[config.mk]
export PLATFORM = sky130hd
export DESIGN_NAME = tcaof_queue
export DESIGN_NICKNAME = d
export VERILOG_FILES = /design/src/tcaof_pkg.sv /design/src/tcaof_queue.sv
export SDC_FILE = /design/constraint.sdc
export NUM_CORES = 1
export LEC_CHECK = 0
export BUFFER_PORTS_ARGS = -buffer_cell sky130_fd_sc_hd__buf_2
export CAP_MARGIN = 20
export CORE_MARGIN = 5
export CORE_UTILIZATION = 55
export CTS_BUF_LIST = sky130_fd_sc_hd__clkbuf_4 sky130_fd_sc_hd__clkbuf_8 sky130_fd_sc_hd__clkbuf_16
export CTS_CLUSTER_DIAMETER = 60
export DETAILED_ROUTE_END_ITERATION = 16
export GPL_ROUTABILITY_DRIVEN = 0
export HOLD_SLACK_MARGIN = 0.1
export PLACE_DENSITY = 0.81
export SYNTH_ARGS = -nofsm -noshare
export SYNTH_HDL_FRONTEND = slang
export SYNTH_SLANG_ARGS = --single-unit
[constraint.sdc]
create_clock -name clk -period 3.39 [get_ports clk]
set_input_delay 1.017 -clock clk [delete_from_list [all_inputs] [get_ports clk]]
set_output_delay 1.017 -clock clk [all_outputs]
set_load 0.05 [all_outputs]
[src/tcaof_pkg.sv]
`default_nettype none
package tcaof_pkg;

  localparam int QUEUE_DEPTH = 16;
  localparam int STAMP_WIDTH = 16;
  localparam int ID_WIDTH    = 16;
  localparam int IDX_W       = $clog2(QUEUE_DEPTH);
  localparam int CNT_W       = $clog2(QUEUE_DEPTH + 1);
  localparam int SUM_W       = CNT_W + 1;

  typedef enum logic [1:0] {
    CMD_ARRIVE    = 2'd0,
    CMD_ADOPT_ANY = 2'd1,
    CMD_ADOPT_A   = 2'd2,
    CMD_ADOPT_B   = 2'd3
  } cmd_t;

  typedef enum logic [1:0] {
    ST_ACCEPTED = 2'd0,
    ST_ADOPTED  = 2'd1,
    ST_NOTHING  = 2'd2,
    ST_FULL     = 2'd3
  } status_t;

  typedef struct packed {
    logic empty;
    logic full;
  } q_flags_t;

endpackage
`default_nettype wire

[src/tcaof_queue.sv]
`default_nettype none
module tcaof_queue
  import tcaof_pkg::*;
(
  input  wire logic                          clk,
  input  wire logic                          rst,
  input  wire logic                          push,
  input  wire logic signed [ID_WIDTH-1:0]    push_id,
  input  wire logic [STAMP_WIDTH-1:0]        push_stamp,
  input  wire logic                          pop,
  output q_flags_t                           flags,
  output logic signed [ID_WIDTH-1:0]         head_id,
  output logic [STAMP_WIDTH-1:0]             head_stamp
);

  logic signed [ID_WIDTH-1:0] ids [QUEUE_DEPTH];
  logic [STAMP_WIDTH-1:0]     stamps [QUEUE_DEPTH];
  logic [IDX_W-1:0]           head;
  logic [CNT_W-1:0]           count;
  logic [SUM_W-1:0]           tail_sum;
  logic [IDX_W-1:0]           tail;

  // tail slot wraps past the end of the ring
  always_comb begin
    tail_sum = SUM_W'(head) + SUM_W'(count);
    if (tail_sum >= SUM_W'(QUEUE_DEPTH)) begin
      tail_sum = tail_sum - SUM_W'(QUEUE_DEPTH);
    end
    tail = tail_sum[IDX_W-1:0];
  end

  assign flags.empty = (count == '0);
  assign flags.full  = (count == CNT_W'(QUEUE_DEPTH));
  assign head_id     = ids[head];
  assign head_stamp  = stamps[head];

  always_ff @(posedge clk) begin
    if (push) begin
      ids[tail]    <= push_id;
      stamps[tail] <= push_stamp;
    end
  end

  always_ff @(posedge clk) begin
    if (rst) begin
      head  <= '0;
      count <= '0;
    end else if (push) begin
      count <= count + CNT_W'(1);
    end else if (pop) begin
      count <= count - CNT_W'(1);
      if (head == IDX_W'(QUEUE_DEPTH - 1)) begin
        head <= '0;
      end else begin
        head <= head + IDX_W'(1);
      end
    end
  end

endmodule
`default_nettype wire

# == Yosys cells after proc, flatten, opt, wreduce, memory -nomap -nowiden ==
# Memory sizes are Yosys's and may differ from the RTL's. A register that Yosys moved wholly into a read port is not among the register bits.
# Cells that the tools add are included.
# W data, S select, Z words.
# op_classes
n_addsub,5
order_cmp,1
n_eq_ne,2
n_mux,10
bitwise_logic,1
n_reduce_logical,3
# ops
cell,count
$mux W4,6
$mux W5,2
$add A4 B5 Y6,1
$ge A6 B5 Y1 const B,1
$add A5 B1 Y5 const B,1
$eq A5 B5 Y1 const B,1
$logic_not A5 Y1,1
$sub A5 B1 Y5 const B,1
$add A4 B1 Y4 const B,1
$eq A4 B4 Y1 const B,1
$sub A4 B1 Y4 const B,1
$mux W1,2
$reduce_and A2 Y1,1
$reduce_bool A2 Y1,1
$not A1 Y1,1
# word_totals
ff_bits,9
ram_bits,512
in_bits,36
out_inout_bits,34
wordCells,26
memories,2
# mem_list
name,words,width,rd,rd_clocked_by_memory_dff,write_ports,line,text
ids,16,16,1,1,1,tcaof_queue.sv:16,logic signed [ID_WIDTH-1:0] ids [QUEUE_DEPTH];
stamps,16,16,1,1,1,tcaof_queue.sv:17,logic [STAMP_WIDTH-1:0] stamps [QUEUE_DEPTH];

# == Longest topological paths before layout ==
# Gate-level depths: netlist of the first run.
# depth
depth_word,4
depth_mapped,6
mapped_depth_nobuf,6

# == Worst setup path before layout of the first run ==
# OpenSTA, ideal clock, no wires.
# synth_timing
kind,input -> register
from,input port push
to,memory ids[0][0] (enable)
setup_time_ns,0.421
arrival_ns,2.902
required_ns,2.969
setup_slack_ns,0.067
cell_stages,3
path_buffers,0
path_cell_list,inv_1 or3_1 nor2_1
# synth_via
elab_chain_cells,2
# synth_rtl
element,line,text
start: declaration,tcaof_queue.sv:7,"input wire logic push,"
$mux W1,tcaof_queue.sv:38,if (push) begin
$mux W1 (not written as such),tcaof_queue.sv:39,ids[tail] <= push_id;
end: declaration,tcaof_queue.sv:16,
# No other way between the ends.

==> results of run 1 <==
==> cell type report <==
cell class	count	area, sq um
repair buffers	135	1700
flip-flops and latches	525	15600
inverters	2	7.51
clock inverters	28	186
fillers	2071	11600
well taps	461	577
diodes	1	2.50
multi-input cells	313	4500
clock buffers	64	1410
==> sequential cells by signal, indices dropped and copies added (netlist names), named ones only <==
name / count
count: 5
head: 4
ids: 256
stamps: 256
==> worst min path at each step <==
stage | start | end | slack [ns] | depth (start not counted)
final | count[2]$_SDFFE_PP0P_ | count[2]$_SDFFE_PP0P_ | 0.56 | 2
after global routing | count[2]$_SDFFE_PP0P_ | count[2]$_SDFFE_PP0P_ | 0.59 | 2
after CTS | count[2]$_SDFFE_PP0P_ | count[2]$_SDFFE_PP0P_ | 0.56 | 2
after detailed placement | count[2]$_SDFFE_PP0P_ | count[2]$_SDFFE_PP0P_ | 0.55 | 2
after global placement | count[1]$_SDFFE_PP0P_ | count[1]$_SDFFE_PP0P_ | 0.55 | 2
after floorplan | count[2]$_SDFFE_PP0P_ | count[2]$_SDFFE_PP0P_ | 0.51 | 2
==> per-stage QoR <==
| stage | total power [mW] | utilization (%) | setup TNS, ns | cell area, sq um |
|---|---|---|---|---|
| floorplan | 8.37 | - | 0 | 19900 |
| global placement | 8.80 | 59.7 | 0 | 21300 |
| detailed placement | 8.85 | 59.7 | 0 | 21300 |
| CTS | 14.4 | 66.8 | -0.786 | 23800 |
| global route | 14.9 | 67.4 | -1.31 | 24000 |
| finish | 14.4 | 67.4 | -0.0725 | 24000 |
==> cells by family (layout without fill, tap and decap cells) <==
kind of cell    Yosys count  count (layout)  share of synthesized area (%)
flops                   525             525                           78.5
mux                     133             133                           14.7
simple gates             83              83                           1.80
compound gates           81              81                           2.92
buf+inv                  46             229                           1.09
fa+ha+maj                 9               9                          0.641
xor+xnor                  7               7                          0.308
other cells               0               1                              0
==> tightest hold or removal path: cells and delay by family, from the launching register on <==
family / cells / cell delay, ns
simple gates: 1 / 0.04
compound gates: 1 / 0.13
flops: 1 / 0.35
==> repair_timing <==
action,4_1_cts,5_1_grt
gates cloned,12,6
pin swaps,39,41
setup endpoints to repair,32,32
gates resized for setup,121,35
setup buffers,10,0
==> power by group through the flow <==
stage               registers [mW]  logic [mW]  clock network, mW
global placement              7.60        1.20                  0
CTS                           7.49        1.47               5.47
finish                        7.49        1.50               5.44
detailed placement            7.62        1.23                  0
global route                  7.51        1.58               5.80
floorplan                     7.60       0.779                  0
==> metal layers <==
layer	GRT usage [%]	up-vias	part of all wire, %
met4	9.61	4	3.5
met5	0	-	0.052
met1	31.1	5196	36
met2	39.3	601	52
met3	5.35	99	8.4
li1	-	4047	-
==> cells in the final DEF (no fill, tap or decap), drive strengths merged, types with 3 or more instances in the layout <==
| master | synthesis | final |
|---|---|---|
| nor2 | 29 | 29 |
| mux4 | 128 | 128 |
| nor2b | 5 | 5 |
| ha | 7 | 7 |
| a22oi | 64 | 64 |
| mux2i | 4 | 4 |
| inv | 2 | 3 |
| xnor2 | 3 | 3 |
| nand2 | 37 | 37 |
| dfxtp | 13 | 13 |
| edfxtp | 512 | 512 |
| a21oi | 10 | 10 |
| buf | 26 | 129 |
| clkinv | 0 | 23 |
| xor2 | 4 | 4 |
| clkbuf | 18 | 70 |
==> metrics.md, run 1 <==
| Metric | Value |
|---|---|
| Clock tree from TritonCTS | yes |
| DR vias | 9947 |
| Most common cell in the synthesized netlist | edfxtp_1 |
| CTS root buf | clkbuf_16 |
| Hold Slack | 0.564 ns |
| Cell taking the most area after synthesis | edfxtp_1 |
| Fmax | 292 MHz |
| Cell Int Power | 11.1 mW |
| Detailed Place HPWL | 23.4 mm |
| Synth warn | 0 |
| Crit-path cells | buf_12 -> buf_12 -> buf_16 -> mux4_2 -> a22oi_1 -> nand2_1 -> buf_6 |
| Starting Density | 55.8% |
| Reg2reg setup slack | 0.42 ns |
| Drt total wl | 48.1 mm |
| Most used cell, CP | buf_12 |
| Cell area after synthesis | 19900 sq um |
| Final hold viol count | 0 |
| Clock sinks | 525 |
| Clock insertion delay at the later pin of the skew report | 0.59 ns |
| Failing checks | negative setup slack |
| Worst r2r path cells | 6 |
| Clock buffer depth | 3 |
| Main flop type after synthesis | edfxtp_1 |
| Fin cells | 1529 |
| Drt via density | 6.51 |
| Synth top cells by count | edfxtp_1 (512), mux4_2 (128), a22oi_1 (64) |
| Crit path depth | 7 |
| Std-Cell Rows | 69 |
| Worst hold path type | reg2reg |
| Sequential fraction of the synthesis area | 78.5% |
| Total global-route track usage | 23.7% |
| Slew @ Worst Pin | 0.981 ns |
| Layout Nets | 1073 |
| CP Data Arrival Time | 2.41 ns |
| Routed Antenna Nets | 0 |
| Die height | 200 um |
| Logic pwr share | 10.4% |
| Highest-delay cell along the critical path | mux4_2 |
| Global-route wire length before repair | 69.5 mm |
| Distinct cell type count after synthesis | 32 |
| WL/cell | 31.5 um |
| Leak Pwr | 7.67 nW |
| WS Path Type | reg2out |
| Clk slew on worst S/H paths | 0.06 ns |
| Setup crit end | head_stamp[12] |
| H-tree depth | 2 |
| Crit-path max cell delay | 0.52 ns |
| Clock power frac | 37.7% |
| Peak supply drop | 0.000485 V |
| Final worst slack | -0.0322 ns |
| Drt initial violations | 1189 |
| TritonCTS Buffers | 51 |
| Number of synthesized flops with an enable pin | 512 |
| Status | finished with violations |
| Power per Cell Area | 601 nW/um^2 |
| CP startpoint kind | flop |
| Slew margin rel. | 32.7% |
| DRC Markers | 0 |
| Critical Path RT | 2.37 ns |
| Skew final | 0.0159 ns |
| # setup viols final | 4 |
| Worst path top cell family by delay | buffers and inverters |
| Net Count, Synth | 929 |
| TritonRoute pass-1 iters | 5 |
| Synthesized flop and latch total | 525 |
| Yosys top cell area share | 77.2% |
| Vias in the first global route | 10500 |
| Die width | 200 um |
| Period Utilization, post-route | 101% |
| Slew Limit Fails | 0 |
| Pin count of the biggest net entering global routing | 50 |
| Syn Inst Count | 884 |
| CP Capture Type | primary output |
| Worst-path maximum fanout | 6 |
| Sw frac | 23.2% |
| Max Cap Viol | 0 |
| Core Area | 35700 sq um |
| Die area | 40100 sq um |
| R2R Path End | ids[3][8]$_DFFE_PP_ |
| CP Buf/Inv Count | 4 |
| Synth async-reset ratio | 0% |
| P_sw | 3.35 mW |
| RSZ-0062 raised after global routing | true |
| I/O pin cnt | 70 |
| Synth-to-Final Area Change | 20.6% |
| IO Port Bufs | 69 |
| Grt ovf | 0 |
| Reg power frac | 51.9% |
| Tmin final | 3.42 ns |
| Area contributors post-synth | edfxtp_1 (77%), mux4_2 (14%), a22oi_1 (2.4%) |
| Average size of a mapped cell | 22.5 sq um |
| Share of layout cells above drive strength 1 | 40.4% |
| Post-Place Cells | 1411 |
| Hold buffer count at cts | 0 |
| Dpl ws | 0.395 ns |
| Initial antenna violation count | 2 |
| Reg2reg start | count[1]$_SDFFE_PP0P_ |
(Power assumes the default switching activity.)
==> run 2, diff against run 1 <==
--- a/config.mk
+++ b/config.mk
@@ -7,6 +7,7 @@
 export LEC_CHECK = 0
 export BUFFER_PORTS_ARGS = -buffer_cell sky130_fd_sc_hd__buf_2
 export CAP_MARGIN = 20
+export CORE_ASPECT_RATIO = 1.25
 export CORE_MARGIN = 5
 export CORE_UTILIZATION = 55
 export CTS_BUF_LIST = sky130_fd_sc_hd__clkbuf_4 sky130_fd_sc_hd__clkbuf_8 sky130_fd_sc_hd__clkbuf_16
==> metrics.md, run 2 (synthesis results as in run 1) <==
| Metric | Value |
|---|---|
| Worst hold path type | reg2reg |
| Tmin final | 3.42 ns |
| Drt initial violations | 1298 |
| Skew final | 0.0141 ns |
| Global-route wire length before repair | 68.4 mm |
| Status | finished with violations |
| GR met1 Demand/Resource | 30.8% |
| Hold buffer count at cts | 0 |
| RSZ-0062 raised after global routing | true |
| Reg2reg setup slack | 0.73 ns |
| Peak supply drop | 0.000421 V |
| DR vias | 10200 |
| Logic pwr share | 10.1% |
| Total chip power | 14.2 mW |
| TritonCTS Buffers | 46 |
| Slew margin rel. | 48.7% |
| Reg2reg start | count[0]$_SDFFE_PP0P_ |
| I/O pin cnt | 70 |
| Routed Antenna Nets | 0 |
| Initial antenna violation count | 0 |
| Failing checks | negative setup slack |
| Leak Pwr | 7.64 nW |
| Layout Nets | 1079 |
| Clock insertion delay at the later pin of the skew report | 0.56 ns |
| Die width | 180 um |
| Crit-path max cell delay | 0.51 ns |
| Commonest non-fill, non-tap cell in the layout | edfxtp_1 |
| Std-Cell Rows | 78 |
| Power per Cell Area | 595 nW/um^2 |
| Hold Slack | 0.570 ns |
| WS Path Type | reg2out |
| Fmax | 292 MHz |
| GRT busiest layer | met2 |
| Dpl ws | 0.385 ns |
| Die height | 223 um |
| Hold EP | count[2]$_SDFFE_PP0P_ |
| Final hold viol count | 0 |
| Final worst slack | -0.0303 ns |
| Clock sinks | 525 |
| Met3 Track Usage GR | 4.57% |
| H-tree depth | 2 |
| Crit-path cells | buf_12 -> buf_12 -> buf_4 -> mux4_2 -> a22oi_2 -> nand2_2 -> buf_6 |
| Max Cap Viol | 0 |
| Core Area | 36000 sq um |
| Worst Hold Depth | 2 |
| Share of layout cells above drive strength 1 | 39.3% |
| Die area | 40100 sq um |
| Reg power frac | 52.8% |
| R2R Path End | ids[8][13]$_DFFE_PP_ |
| Slew Limit Fails | 0 |
| Slew @ Worst Pin | 0.767 ns |
| Setup_tns | -0.0651 ns |
| Worst-path maximum fanout | 6 |
| Antenna cell count | 0 |
| Drt via density | 6.55 |
| P_sw | 3.30 mW |
| Area after DPL | 21300 sq um |
| IO Port Bufs | 69 |
| CP startpoint kind | flop |
| Worst hold path startpoint | count[2]$_SDFFE_PP0P_ |
| Synth-to-Final Area Change | 19.7% |
| CP Data Arrival Time | 2.40 ns |
| Clock tree from TritonCTS | yes |
| Biggest regs | ids x256, stamps x256, count x5 |
| Post-route cell area | 23800 sq um |
| Most frequent cells in the layout | edfxtp_1 (512), mux4_2 (128), clkbuf_16 (53) |
| DRC Markers | 0 |
| Clk slew on worst S/H paths | 0.06 ns |
| Most used cell, CP | buf_12 |
| WL/cell | 30.3 um |
| TritonRoute pass-1 iters | 8 |
| Detailed Place HPWL | 22.7 mm |
| Vias in the first global route | 10500 |
| # setup viols final | 6 |
| Starting Density | 55.3% |
| Grt ovf | 0 |
| Cell Int Power | 10.9 mW |
| Met2 Use GR | 38.6% |
| Highest-delay cell along the critical path | mux4_2 |
| Critical Path RT | 2.37 ns |
| Clock power frac | 37.1% |
| Total global-route track usage | 22.9% |
| Worst r2r path cells | 5 |
| Sw frac | 23.3% |
| Pin count of the biggest net entering global routing | 55 |
| Clock buffer depth | 3 |
| CP Capture Type | primary output |
| Period Utilization, post-route | 101% |
| CTS root buf | clkbuf_16 |
| Drt total wl | 47.0 mm |
run 2: cell count changes in the layout (fill, tap and decap cells not counted), sizes merged:
cell	change
clkinvlp	-1
buf	+11
bufinv	+2
clkbuf	-10
inv	+3
diode	-1
run 2: timing repair:
action	in CTS	in global routing
buffers inserted	15	10
pin swaps	8	17
resized for setup	73	56
gates cloned	4	6
setup endpoints to repair	32	32
hold endpoints to repair	0	0
run 2: power groups by stage:
stage | sequential, mW | combinational [mW] | clock, mW
after floorplan | 7.60 | 0.779 | 0
after global placement | 7.59 | 1.20 | 0
after detailed placement | 7.61 | 1.23 | 0
after CTS | 7.48 | 1.36 | 5.31
after global routing | 7.50 | 1.51 | 5.63
final | 7.49 | 1.43 | 5.27
run 2: cell type report:
class | instances | area, sq um
Tap cell | 480 | 601
Multi-Input combinational cell | 313 | 4420
Clock buffer | 54 | 1230
Timing Repair Buffer | 146 | 1650
Clock inverter | 32 | 282
Sequential cell | 525 | 15600
Fill cell | 2083 | 12200
Inverter | 2 | 7.51
run 2: through the flow:
step | util, % | cells
final | 66.2 | 1552
after global routing | 66.2 | 1552
after CTS | 65.1 | 1537
after detailed placement | 59.3 | 1432
after global placement | 59.3 | 1432
after floorplan | - | 884
run 2: worst max-delay path, delay by kind of cell, from the launching register on:
family,cells,cell delay (ns)
multiplexers,1,0.51
AND/OR/NAND/NOR,1,0.12
buffers and inverters,4,0.58
flip-flops,1,0.36
AO/OA/AOI/OAI,1,0.27
run 2: worst max path at each step:
| stage | depth (start not counted) | to | startpoint | slack [ns] |
|---|---|---|---|---|
| finish | 7 | head_id[3] | flop | -0.03 |
| global route | 8 | head_id[10] | flop | -0.09 |
| CTS | 6 | head_stamp[14] | flop | -0.05 |
| detailed placement | 5 | head_stamp[10] | flop | 0.38 |
| global placement | 6 | head_stamp[0] | flop | 0.42 |
| floorplan | 3 | ids[0][0]$_DFFE_PP_ | push | 0.07 |
run 2: per-layer routing:
layer,share of wire [%],wire [um],up-vias
li1,-,-,4059
met1,36,17000,5327
met2,52,24600,688
met3,8.4,3940,91
met4,3.0,1420,0
met5,0,0,-
==> run 3, diff against run 2 <==
--- a/config.mk
+++ b/config.mk
@@ -16,6 +16,8 @@
 export GPL_ROUTABILITY_DRIVEN = 0
 export HOLD_SLACK_MARGIN = 0.1
 export PLACE_DENSITY = 0.81
+export RECOVER_POWER = 50
+export SLEW_MARGIN = 10
 export SYNTH_ARGS = -nofsm -noshare
 export SYNTH_HDL_FRONTEND = slang
 export SYNTH_SLANG_ARGS = --single-unit
==> metrics.md, run 3 (synthesis results as in run 1) <==
| Metric | Value |
|---|---|
| Status | finished with violations |
| Failing checks | negative setup slack |
| Slew @ Worst Pin | 0.778 ns |
| Highest-delay cell along the critical path | mux4_2 |
| Drt total wl | 47.0 mm |
| WS Path Type | reg2out |
| Clock insertion delay at the later pin of the skew report | 0.56 ns |
| Crit-path cells | buf_12 -> buf_12 -> buf_4 -> mux4_2 -> a22oi_2 -> nand2_2 -> buf_6 |
| Max Cap Viol | 0 |
| Period Utilization, post-route | 101% |
| Worst path top cell family by delay | buffers and inverters |
| Slew margin rel. | 48.0% |
| CP Buf/Inv Count | 4 |
| Biggest regs | ids x256, stamps x256, count x5 |
| Area of the multi-input gates | 4420 sq um |
| Synth-to-Final Area Change | 19.5% |
| Critical Path RT | 2.37 ns |
| Hold buffer count at cts | 0 |
| Skew final | 0.0156 ns |
| WL/cell | 30.3 um |
| Reg2reg start | count[0]$_SDFFE_PP0P_ |
| CTS root buf | clkbuf_16 |
| Commonest non-fill, non-tap cell in the layout | edfxtp_1 |
| Clock buffer depth | 3 |
| Worst hold path startpoint | count[2]$_SDFFE_PP0P_ |
| Clock sinks | 525 |
| Routed Antenna Nets | 0 |
| CP Capture Type | primary output |
| Final worst slack | -0.0281 ns |
| Grt ovf | 0 |
| Met2 wire len | 24.8 mm |
| Initial antenna violation count | 0 |
| Clk slew on worst S/H paths | 0.06 ns |
| Share of layout cells above drive strength 1 | 36.2% |
| Tmin final | 3.42 ns |
| Pin count of the biggest net entering global routing | 55 |
| Power per Cell Area | 596 nW/um^2 |
| Fin util | 66.1% |
| Global-route wire length before repair | 68.4 mm |
| Starting Density | 55.3% |
| DR vias | 10100 |
| TritonRoute pass-1 iters | 6 |
| Layout Nets | 1079 |
| TritonCTS Buffers | 46 |
| H-tree depth | 2 |
| WL met1 | 17.1 mm |
| Slew Limit Fails | 0 |
| RSZ-0062 raised after global routing | true |
| Peak supply drop | 0.000422 V |
| Total global-route track usage | 22.9% |
| CP Data Arrival Time | 2.40 ns |
| Worst-path maximum fanout | 6 |
| Fmax | 293 MHz |
| DRC Markers | 0 |
| Die area | 40100 sq um |
| Crit-path max cell delay | 0.51 ns |
| Drt via density | 6.50 |
| Detailed Place HPWL | 22.7 mm |
| Drt initial violations | 1341 |
| Most frequent cells in the layout | edfxtp_1 (512), mux4_2 (128), clkbuf_16 (53) |
| Worst hold path type | reg2reg |
| IO Port Bufs | 69 |
| Core Area | 36000 sq um |
| Post-Place Cells | 1432 |
| Leak Pwr | 7.55 nW |
| Max Used Layer | met4 |
| Std-Cell Rows | 78 |
| # setup viols final | 4 |
| Die width | 180 um |
| Vias in the first global route | 10500 |
| CP startpoint kind | flop |
| Fillers | 2107 |
| I/O pin cnt | 70 |
| Die height | 223 um |
| Clock tree from TritonCTS | yes |
| Antenna cell count | 0 |
| Final hold viol count | 0 |
| Register area | 15600 sq um |
| Fin cells | 1552 |
| DR WL met3 | 3.82 mm |
| Most used cell, CP | buf_12 |
-- run 3: final timing paths --
kind,endpoint,slack (ns),cells past startpoint
setup / recovery,head_id[3],-0.03,7
hold / removal,count[2]$_SDFFE_PP0P_,0.57,2
setup reg to reg,ids[8][13]$_DFFE_PP_,0.72,5
hold reg to reg,count[2]$_SDFFE_PP0P_,0.57,2
-- run 3: layer usage --
metal  track usage [%]  vias to the layer above
met4              7.08                        0
met3              4.57                       80
met5                 0                        -
li1                  -                     4058
met1              30.8                     5331
met2              38.6                      617
-- run 3: power breakdown --
| group | switching (mW) | internal, mW |
|---|---|---|
| clock network | 2.33 | 2.93 |
| logic | 0.876 | 0.552 |
| registers | 0.0881 | 7.40 |
-- run 3: what timing repair did --
item	CTS	global route
setup endpoints to repair	32	32
pin swaps	8	17
cloned	4	6
gates resized for setup	73	56
buffers inserted	15	10
-- run 3: final cells by class --
class	count	area share (%)
clock buffers	54	5.16
well taps	480	2.52
clock inverters	32	1.18
multi-input cells	313	18.6
repair buffers	146	6.77
flip-flops and latches	525	65.8
inverters	2	0.0316
-- run 3: through the flow --
| stage | worst slack [ns] | cell area, sq um | total power, mW | TNS [ns] | hold slack (ns) |
|---|---|---|---|---|---|
| 5_1_grt | -0.0929 | 23800 | 14.6 | -1.34 | 0.614 |
| 3_3_place_gp | 0.418 | 21300 | 8.79 | 0 | 0.550 |
| 3_5_place_dp | 0.385 | 21300 | 8.85 | 0 | 0.567 |
| 2_1_floorplan | 0.0670 | 19900 | 8.37 | 0 | 0.508 |
| 4_1_cts | -0.0508 | 23400 | 14.2 | -0.321 | 0.576 |
| 6_report | -0.0281 | 23800 | 14.2 | -0.0395 | 0.570 |
-- run 3: tightest hold or removal path, cell delays in order, from the launching register on --
cell     delay, ns
dfxtp_1       0.34
a21oi_1       0.14
nor2_1        0.05
